===== config.mk =====
export PLATFORM = sky130hd
export DESIGN_NAME = hcr_div
export DESIGN_NICKNAME = d
export VERILOG_FILES = /design/src/hdl/hcr_pkg.sv /design/src/hdl/hcr_div.sv
export SDC_FILE = /design/constraint.sdc
export NUM_CORES = 1
export LEC_CHECK = 0
export ABC_AREA = 1
export BUFFER_PORTS_ARGS = -buffer_cell sky130_fd_sc_hd__clkbuf_2
export CORE_MARGIN = 2
export CORE_UTILIZATION = 54
export DETAILED_ROUTE_END_ITERATION = 8
export PLACE_DENSITY = 0.8
export SKIP_CTS_REPAIR_TIMING = 1
export SLEW_MARGIN = 20
export SYNTH_ARGS = -nofsm -noshare
export SYNTH_HDL_FRONTEND = slang
export SYNTH_SLANG_ARGS = --single-unit

===== constraint.sdc =====
create_clock -name clk_i -period 5.15 [get_ports clk_i]
set_input_delay 0.515 -clock clk_i [delete_from_list [all_inputs] [get_ports clk_i]]
set_output_delay 0.515 -clock clk_i [all_outputs]
set_load 0.05 [all_outputs]

===== src/hdl/hcr_pkg.sv =====
// Types and constants shared by the Harris corner response block.
package hcr_pkg;

  localparam int PIX_W      = 8;
  localparam int GRAD_W     = 11;
  localparam int PROD_W     = 21;
  localparam int SUM_W      = 25;
  localparam int TR_W       = 26;
  localparam int DET_W      = 50;
  localparam int DIVD_W     = 52;
  localparam int RESP_W     = 26;
  localparam int ROW_W      = 12;
  localparam int CFG_W_W    = 11;
  localparam int CFG_H_W    = 13;
  localparam int CFG_IDX_W  = 2;
  localparam int CFG_DATA_W = 13;

  localparam logic [CFG_H_W-1:0] MAX_HEIGHT = 13'd4096;
  localparam logic [DIVD_W-1:0]  RESP_MAX   = 52'd33554431;

  localparam logic [CFG_IDX_W-1:0] CFG_WIDTH  = 2'd0;
  localparam logic [CFG_IDX_W-1:0] CFG_HEIGHT = 2'd1;

  typedef struct packed {
    logic [PROD_W-1:0]        xx;
    logic [PROD_W-1:0]        yy;
    logic signed [PROD_W-1:0] xy;
  } tensor_t;

endpackage


===== src/hdl/hcr_div.sv =====
// Restoring divider, one quotient bit per cycle.
module hcr_div import hcr_pkg::*; (
  input  logic              clk_i,
  input  logic              rst_ni,
  input  logic              start_i,
  input  logic [DIVD_W-1:0] dividend_i,
  input  logic [TR_W-1:0]   divisor_i,
  output logic              done_o,
  output logic [DIVD_W-1:0] quotient_o
);

  localparam int CNT_W = $clog2(DIVD_W);

  logic              busy_q;
  logic              done_q;
  logic [CNT_W-1:0]  cnt_q;
  logic [TR_W:0]     rem_q;
  logic [DIVD_W-1:0] quo_q;
  logic [TR_W:0]     shifted;
  logic              fits;

  assign shifted = {rem_q[TR_W-1:0], quo_q[DIVD_W-1]};
  assign fits    = shifted >= {1'b0, divisor_i};

  always_ff @(posedge clk_i or negedge rst_ni) begin
    if (!rst_ni) begin
      busy_q <= 1'b0;
      done_q <= 1'b0;
      cnt_q  <= '0;
    end else begin
      done_q <= 1'b0;
      if (start_i) begin
        busy_q <= 1'b1;
        cnt_q  <= '0;
      end else if (busy_q) begin
        cnt_q <= cnt_q + 1'b1;
        if (cnt_q == CNT_W'(DIVD_W - 1)) begin
          busy_q <= 1'b0;
          done_q <= 1'b1;
        end
      end
    end
  end

  always_ff @(posedge clk_i) begin
    if (start_i) begin
      rem_q <= '0;
      quo_q <= dividend_i;
    end else if (busy_q) begin
      rem_q <= fits ? shifted - {1'b0, divisor_i} : shifted;
      quo_q <= {quo_q[DIVD_W-2:0], fits};
    end
  end

  assign done_o     = done_q;
  assign quotient_o = quo_q;

endmodule


==> out/metrics.csv, run 1 <==
metric;value;unit
outcome;finished clean;
fin crit period;2.81;ns
Seq/Total Area, Yosys;0.386;
unrepaired setup endpoints after global routing;no;
Fin Hold WS;0.387;ns
GRT busiest layer;met2;
GR Util met3;0.0610;
GPL Wtd Cong;0.941;
HP Start;dividend_i[9];
H-tree depth;3;
Reg-to-Reg End;quotient_o[0]$_DFFE_PP_;
Logic pwr share;0.531;
DRC marker count from the first detailed-route iteration;376;
Nets;1115;
TritonCTS buffer count;9;
Pleak;3.94;nW
Die ar.;0.0118;mm2
pin count of the biggest net entering global routing;59;
final hold viol count;0;
Hold Crit Class;in -> reg;
clock sinks;86;
list of most frequent post-synthesis cells;nand2_1 (390), inv_1 (151), nand3_1 (59);
met1 Use GR;0.333;
most numerous cell in the Yosys netlist;nand2_1;
initial antenna violation count;0;
sequential fraction of design power;0.313;
I/O pins;134;
Layout area overhead;16.4;%
Worst-Skew Late Latency;0.39;ns
library cells used by synthesis;35;
FF-to-FF path depth;9;
Final Skew;0.00954;ns
fmax;0.356;GHz
Yosys top cell area share;0.264;
Ys Warns;0;
Psw;1.44;mW
Slew @ Worst Pin;1.02;ns
endpoints failing setup;0;
final WL;14600;um
Longest Clk Path Bufs;2;
r2r setup slk;2.34;ns
max cap viols;0;
Placement Rows;38;
Critical Path AT;2.96;ns
share of cells above drive strength 1;0.173;
CTS tree;yes;
main area contributors after synthesis;edfxtp_1 (26%), nand2_1 (25%), inv_1 (9.6%);
PD cells;446;mW/mm2
Chip Width;109;um
Worst slew margin;0.317;
Synth async-reset ratio;0.0930;
switching share of power;0.471;
GRT Total Usage;0.262;
met2 Track Usage GR;0.430;
ANT nets after route;0;
Final Cycle Share;0.545;
Mapped Avg Cell Area;6.72;um2
type of destination of the critical path;flop;
CP max FO;27;
Post-synth EDFFs;52;
Antenna diodes;0;
RR Startpoint;rem_q[21]$_SDFFE_PP0P_;
Netlist Area Pre-Place;0.00591;mm2
post-synth top area cell;edfxtp_1;
crit start category;flop;
vias per cell;4.97;
Critical Path RT;5.30;ns
initial core utilization;0.550;
placed wire-length estimate;11000;um
global-route wire length before repair;24200;um
Worst Hold Path Cells;3;
gr ovfl total;0;
post-route DRC violation count;0;
Setup Crit Path Kind;reg -> reg;
total area of sequential cells;0.00228;mm2
core area;0.0107;mm2
area occupied by multi-input gates;0.00292;mm2
final max-slew violation count;0;
via count;5717;
top_reg_cell synth;edfxtp_1;
Cells after Synth;880;
Post-Syn Nets;989;
FILL cells;1025;
number of buffers added on ports;133;
#FFs+latches synth;86;
WHS Endpoint;quotient_o[9]$_DFFE_PP_;
Pint;1.62;mW
overall power;3.07;mW
vias in the first global route;5376;
Setup TNS;0;ns
Max IR drop VDD;0.289;mV
drt pass-1 iters;5;
Clock transition at path regs;0.10;ns
die height;109;um
Clk pwr share;0.156;
routed len/inst;12.7;um
Root Buffer;clkbuf_8;
cell type report:
type | instances | area share
repair buffers | 139 | 0.104
flip-flops and latches | 86 | 0.331
inverters | 159 | 0.0867
well taps | 140 | 0.0254
clock inverters | 6 | 0.00818
multi-input cells | 611 | 0.425
clock buffers | 10 | 0.0200
worst max-delay path, cell delays in order, from the launching register on:
cell	delay (ns)
dfxtp_1	0.34
ha_1	0.35
a21oi_1	0.29
nand2_1	0.11
nand2_1	0.07
nand2_1	0.07
a21oi_4	0.62
nand3_4	0.48
nand2_1	0.16
nand2_1	0.05
stage by stage:
stage	util	setup slack [ns]	instances	instance area, um2
finish	0.641	2.34	1151	6890
floorplan	-	2.39	880	5910
detailed placement	0.622	2.07	1134	6680
global route	0.641	2.16	1151	6890
global placement	0.622	2.12	1134	6680
CTS	0.640	2.38	1150	6880
worst max-delay path by stage:
stage                               to                   start  cells past startpoint
6_report       quotient_o[0]$_DFFE_PP_  rem_q[21]$_SDFFE_PP0P_                      9
5_1_grt         rem_q[17]$_SDFFE_PP0P_  rem_q[21]$_SDFFE_PP0P_                     10
4_1_cts          rem_q[2]$_SDFFE_PP0P_  rem_q[21]$_SDFFE_PP0P_                     10
3_5_place_dp   quotient_o[0]$_DFFE_PP_           divisor_i[22]                     11
3_3_place_gp   quotient_o[0]$_DFFE_PP_           divisor_i[22]                     11
2_1_floorplan  quotient_o[0]$_DFFE_PP_                 start_i                      3
cells by family after synthesis:
family                   Yosys count  share of synthesized area
buffers and inverters            183                      0.120
adder cells (fa/ha/maj)           28                     0.0605
XOR/XNOR                          14                     0.0207
AND/OR/NAND/NOR                  536                      0.382
AO/OA/AOI/OAI                     33                     0.0313
flip-flops                        86                      0.386
routing by layer:
metal | up-vias | part of all wire
met5 | - | 0
met4 | 0 | 0.028
met3 | 30 | 0.073
met2 | 204 | 0.46
met1 | 2507 | 0.44
li1 | 2976 | -
placed cells by master, fill, tap and decap left out, drive strengths merged:
cell         count
or2              1
nand3           61
a22o             1
and2             1
o21bai           1
o21ai           15
dfxtp           26
nor2            41
xor2             2
nand4           33
clkbuf         143
ha              27
nand2          391
dlygate4sd3      1
edfxtp          52
fa               1
inv            159
nor3             5
dfrtp            8
nand3b           3
o31ai            1
buf              5
a21oi           15
xnor2           12
clkinv           6
power groups by stage:
stage / clock network, mW / registers (mW) / logic (mW)
finish: 0.479 / 0.961 / 1.63
global route: 0.512 / 0.979 / 1.85
CTS: 0.491 / 0.960 / 1.62
detailed placement: 0 / 0.972 / 1.61
global placement: 0 / 0.970 / 1.60
floorplan: 0 / 1.10 / 1.17
registers in the layout, indices dropped and copies added, names as in the netlist:
name        cells
busy_q          1
done_o          1
quotient_o     52
cnt_q           6
rem_q          26
No activity file was read; power rests on OpenSTA's default activity.
==> inputs of run 2 (changes only) <==
- ABC_AREA: 1 -> 0
- CORE_UTILIZATION: 54 -> 49
- PLACE_DENSITY: 0.8 -> 0.78
- clock period: 5.15 -> 2.5 ns (I/O delays scaled with it)
==> out/metrics.csv, run 2 <==
metric;value;unit
I/O pins;134;
Netlist Area Pre-Place;0.00521;mm2
Chip Width;107;um
post-route DRC violation count;0;
Clock transition at path regs;0.10;ns
Nets;805;
GPL Wtd Cong;0.911;
vias per cell;5.60;
final non-filler cell total;836;
Post-Syn Nets;620;
WL met1;5880;um
RR Startpoint;quotient_o[51]$_DFFE_PP_;
Pint;3.86;mW
initial antenna violation count;0;
top_reg_cell synth;edfxtp_1;
Mapped Avg Cell Area;10.2;um2
HP Start;dividend_i[24];
final WL;14400;um
#FFs+latches synth;86;
Longest Clk Path Bufs;2;
via count;4685;
Ys Warns;0;
drt pass-1 iters;4;
clock sinks;86;
crit start category;flop;
fmax;0.396;GHz
routed len/inst;17.3;um
Die ar.;0.0115;mm2
design area;0.00701;mm2
Final Skew;0.0156;ns
unrepaired setup endpoints after global routing;yes;
number of buffers added on ports;133;
Final Cycle Share;1.01;
max layer used;met4;
Seq/Total Area, Yosys;0.438;
post-layout util;0.679;
global-route wire length before repair;22100;um
r2r setup slk;-0.03;ns
Root Buffer;clkbuf_8;
Antenna diodes;0;
gr ovfl total;0;
Placed Area;0.00644;mm2
total area of sequential cells;0.00228;mm2
Placement Rows;37;
met3 wire length;748;um
placed wire-length estimate;10700;um
final max-slew violation count;0;
Post-Place Cells;813;
Reg-to-Reg End;rem_q[22]$_SDFFE_PP0P_;
main area contributors after synthesis;edfxtp_1 (30%), mux2_2 (11%), dfxtp_1 (10%);
max FFs per register;52;
Layout area overhead;34.5;%
Hold Crit Class;in -> reg;
TritonCTS buffer count;9;
CTS tree;yes;
pin count of the biggest net entering global routing;32;
Max IR drop VDD;0.423;mV
library cells used by synthesis;65;
final hold viol count;0;
Worst Hold Path Cells;2;
routed wl met2;7500;um
Synth async-reset ratio;0.0930;
Post-synth EDFFs;52;
list of most frequent post-synthesis cells;nand2_1 (55), edfxtp_1 (52), mux2_2 (52);
endpoints failing setup;1;
Worst-Skew Late Latency;0.36;ns
Yosys top cell area share;0.300;
Pleak;3.06;nW
area occupied by multi-input gates;0.00303;mm2
GRT Total Usage;0.243;
Worst slew margin;0.693;
max cap viols;0;
Logic pwr share;0.543;
sequential fraction of design power;0.305;
vias in the first global route;4760;
most common cell after layout, fill and taps aside;clkbuf_2;
Clk pwr share;0.152;
ANT nets after route;0;
initial core utilization;0.505;
Cells after Synth;511;
DRC marker count from the first detailed-route iteration;248;
Critical Path RT;2.76;ns
fin crit period;2.53;ns
Critical Path AT;2.79;ns
Setup Crit Path Kind;reg -> reg;
most numerous cell in the Yosys netlist;nand2_1;
type of destination of the critical path;flop;
die height;107;um
outcome;finished, violations left;
H-tree depth;3;
Slew @ Worst Pin;0.458;ns
switching share of power;0.415;
Setup TNS;-0.0264;ns
PD cells;943;mW/mm2
failing checks;setup timing;
WHS Endpoint;quotient_o[24]$_DFFE_PP_;
post-synth top area cell;edfxtp_1;
FILL cells;782;
commonest non-fill, non-tap cells in the layout;clkbuf_2 (132), buf_4 (57), mux2_2 (52), nand2_1 (52), edfxtp_1 (52);
core area;0.0103;mm2
final worst setup slack;-0.0264;ns
Psw;2.74;mW
share of cells above drive strength 1;0.460;
CP max FO;3;
FF-to-FF path depth;11;
[run 2: cell types whose count changed after synthesis, moves of 7 or more]
cell,before,now
nor2_1,33,42
nand3_1,59,10
mux2_2,0,52
xor2_1,2,10
a311oi_1,0,15
a21oi_1,14,34
nand2b_1,0,7
o21ai_0,9,16
nand4_1,33,5
inv_1,151,32
nand2_1,390,55
[run 2: critical path, cell delays in order, from the launching register on]
cell and delay (ns):
edfxtp_1 0.41, inv_2 0.08, ha_4 0.13, inv_2 0.04, fa_2 0.34, a21oi_2 0.18
o21ai_2 0.09, o22a_2 0.25, a2111oi_4 0.40, or3_1 0.17, nand4_1 0.09, a311oi_1 0.25
[run 2: logic make-up (layout without fill, tap and decap cells)]
| family | count (synthesis) | after routing | synth area share |
|---|---|---|---|
| flip-flops | 86 | 86 | 0.438 |
| buffers and inverters | 56 | 245 | 0.0423 |
| AO/OA/AOI/OAI | 114 | 114 | 0.151 |
| adder cells (fa/ha/maj) | 28 | 28 | 0.0687 |
| AND/OR/NAND/NOR | 146 | 146 | 0.137 |
| multiplexers | 58 | 58 | 0.124 |
| XOR/XNOR | 23 | 23 | 0.0387 |
[run 2: cell type report]
class,count,area share
Clock buffer,9,0.0177
Clock inverter,6,0.0100
Inverter,33,0.0177
Multi-Input combinational cell,369,0.433
Sequential cell,86,0.326
Tap cell,136,0.0243
Timing Repair Buffer,197,0.172
[run 2: power groups by stage]
stage | Combinational [mW] | Clock, mW | Sequential (mW)
3_3_place_gp | 3.09 | 0 | 1.99
3_5_place_dp | 3.17 | 0 | 2.01
4_1_cts | 3.20 | 1.01 | 1.98
2_1_floorplan | 1.79 | 0 | 2.32
5_1_grt | 3.85 | 1.07 | 2.04
6_report | 3.59 | 1.00 | 2.01
[run 2: how the worst max path moves through the flow]
stage                                         from                     end  slack, ns  cells past startpoint
after global routing      quotient_o[51]$_DFFE_PP_  rem_q[22]$_SDFFE_PP0P_      -0.15                     11
final                     quotient_o[51]$_DFFE_PP_  rem_q[22]$_SDFFE_PP0P_      -0.03                     11
after floorplan           quotient_o[51]$_DFFE_PP_  rem_q[22]$_SDFFE_PP0P_      -0.14                     11
after CTS                 quotient_o[51]$_DFFE_PP_  rem_q[16]$_SDFFE_PP0P_      -0.13                     14
after detailed placement  quotient_o[51]$_DFFE_PP_  rem_q[16]$_SDFFE_PP0P_      -0.11                     14
after global placement    quotient_o[51]$_DFFE_PP_  rem_q[22]$_SDFFE_PP0P_       -0.1                     11
[run 2: per-stage QoR]
step	setup WS, ns	hold WS, ns	total power, mW
5_1_grt	-0.150	0.169	6.96
3_5_place_dp	-0.107	0.112	5.17
3_3_place_gp	-0.100	0.104	5.09
2_1_floorplan	-0.144	-0.0456	4.11
4_1_cts	-0.135	-0.271	6.19
6_report	-0.0264	0.186	6.60
[run 2: layer usage]
| layer | vias up | track usage |
|---|---|---|
| met5 | - | 0 |
| li1 | 2246 | - |
| met4 | 0 | 0.0955 |
| met3 | 35 | 0.0450 |
| met2 | 190 | 0.420 |
| met1 | 2214 | 0.300 |
==> inputs of run 3 (changes only) <==
- CORE_UTILIZATION: 49 -> 54
- PLACE_DENSITY: 0.78 -> 0.81
- clock period: 2.5 -> 2.8 ns (I/O delays scaled with it)
==> out/metrics.csv, run 3 (synthesized netlist as in run 2, its figures left out) <==
metric;value;unit
pin count of the biggest net entering global routing;52;
RR Startpoint;quotient_o[51]$_DFFE_PP_;
area occupied by multi-input gates;0.00274;mm2
final max-slew violation count;0;
Layout area overhead;21.5;%
most common cell after layout, fill and taps aside;clkbuf_2;
final worst setup slack;0.108;ns
routed len/inst;16.6;um
fmax;0.371;GHz
Reg-to-Reg End;rem_q[16]$_SDFFE_PP0P_;
die height;102;um
initial antenna violation count;0;
Final Cycle Share;0.962;
max FFs per register;52;
Critical Path RT;3.07;ns
Worst-Skew Late Latency;0.36;ns
final WL;13000;um
Worst slew margin;0.583;
Post-Place Cells;765;
type of destination of the critical path;flop;
outcome;finished clean;
number of buffers added on ports;133;
Root Buffer;clkbuf_8;
Worst Hold Path Cells;2;
FF-to-FF path depth;12;
endpoints failing setup;0;
DRC marker count from the first detailed-route iteration;233;
max cap viols;0;
drt pass-1 iters;6;
placed wire-length estimate;9600;um
global-route wire length before repair;20300;um
Die ar.;0.0104;mm2
Longest Clk Path Bufs;2;
Hold Crit Class;in -> reg;
via count;4516;
Critical Path AT;2.96;ns
ANT nets after route;0;
Pleak;2.80;nW
share of cells above drive strength 1;0.373;
GPL Wtd Cong;0.912;
design area;0.00633;mm2
final hold viol count;0;
initial core utilization;0.561;
overall power;5.15;mW
GRT Total Usage;0.248;
WHS Endpoint;quotient_o[33]$_DFFE_PP_;
unrepaired setup endpoints after global routing;yes;
Placement Rows;35;
TritonCTS buffer count;9;
Antenna diodes;0;
Placed Area;0.00606;mm2
H-tree depth;3;
Setup Crit Path Kind;reg -> reg;
I/O pins;134;
PD cells;813;mW/mm2
gr ovfl total;0;
total area of sequential cells;0.00228;mm2
CP max FO;4;
Clock transition at path regs;0.11;ns
vias in the first global route;4358;
Final Skew;0.0119;ns
HP Start;dividend_i[33];
clock sinks;86;
FILL cells;730;
Nets;761;
post-route DRC violation count;0;
post-layout util;0.682;
Max IR drop VDD;0.481;mV
r2r setup slk;0.11;ns
core area;0.00928;mm2
vias per cell;5.75;
fin crit period;2.69;ns
crit start category;flop;
Chip Width;102;um
CTS tree;yes;
Place WS;0.0418;ns
Slew @ Worst Pin;0.626;ns
commonest non-fill, non-tap cells in the layout;clkbuf_2 (132), nand2_1 (55), mux2_2 (52), edfxtp_1 (52), nor2_1 (42);
final non-filler cell total;786;
run 3: changes by cell type in the layout (fill, tap and decap cells not counted), sizes merged:
cell and delta:
clkinv -1, buf -44, bufinv -1, clkinvlp +1, inv +1, clkbuf +1
run 3: power breakdown:
group / switching [mW] / leakage (nW) / total [mW] / internal, mW
logic: 1.53 / 1.84 / 2.51 / 0.978
registers: 0.179 / 0.867 / 1.77 / 1.60
clock network: 0.504 / 0.0914 / 0.865 / 0.362
run 3: per-stage QoR:
stage | setup TNS, ns | hold WS, ns
finish | 0 | 0.216
global route | -0.0205 | 0.207
CTS | -0.0164 | -0.256
global placement | 0 | 0.134
floorplan | 0 | -0.0156
detailed placement | 0 | 0.138
run 3: area by class of cell:
class / instances / area share
multi-input cells: 369 / 0.433
flip-flops and latches: 86 / 0.361
repair buffers: 153 / 0.131
well taps: 129 / 0.0255
clock buffers: 10 / 0.0217
inverters: 33 / 0.0196
clock inverters: 6 / 0.00830
run 3: how the worst max path moves through the flow:
stage                                   startpoint                     end  slack [ns]  depth (start not counted)
after global routing         rem_q[5]$_SDFFE_PP0P_  rem_q[14]$_SDFFE_PP0P_       -0.02                          9
after global placement    quotient_o[51]$_DFFE_PP_  rem_q[22]$_SDFFE_PP0P_        0.09                         11
after detailed placement  quotient_o[51]$_DFFE_PP_  rem_q[22]$_SDFFE_PP0P_        0.04                         11
after CTS                 quotient_o[51]$_DFFE_PP_  rem_q[22]$_SDFFE_PP0P_       -0.02                         11
after floorplan           quotient_o[51]$_DFFE_PP_  rem_q[22]$_SDFFE_PP0P_        0.03                         11
final                     quotient_o[51]$_DFFE_PP_  rem_q[16]$_SDFFE_PP0P_        0.11                         12
run 3: worst max-delay path: stages, from the launching register on:
cell and delay (ns):
edfxtp_1 0.39, inv_1 0.07, ha_1 0.16, inv_1 0.05, fa_1 0.41, a21oi_2 0.17, o21ai_1 0.13, o22ai_1 0.41
o31ai_1 0.13, a21oi_1 0.20, xnor2_1 0.14, nand2_1 0.08, a311oi_1 0.26
run 3: metal layers:
layer / vias to the layer above / share of wire / global-route usage
met5: - / 0 / 0
met4: 0 / 0.036 / 0.102
met3: 40 / 0.067 / 0.0554
met2: 163 / 0.48 / 0.400
met1: 2153 / 0.42 / 0.325
li1: 2160 / - / -
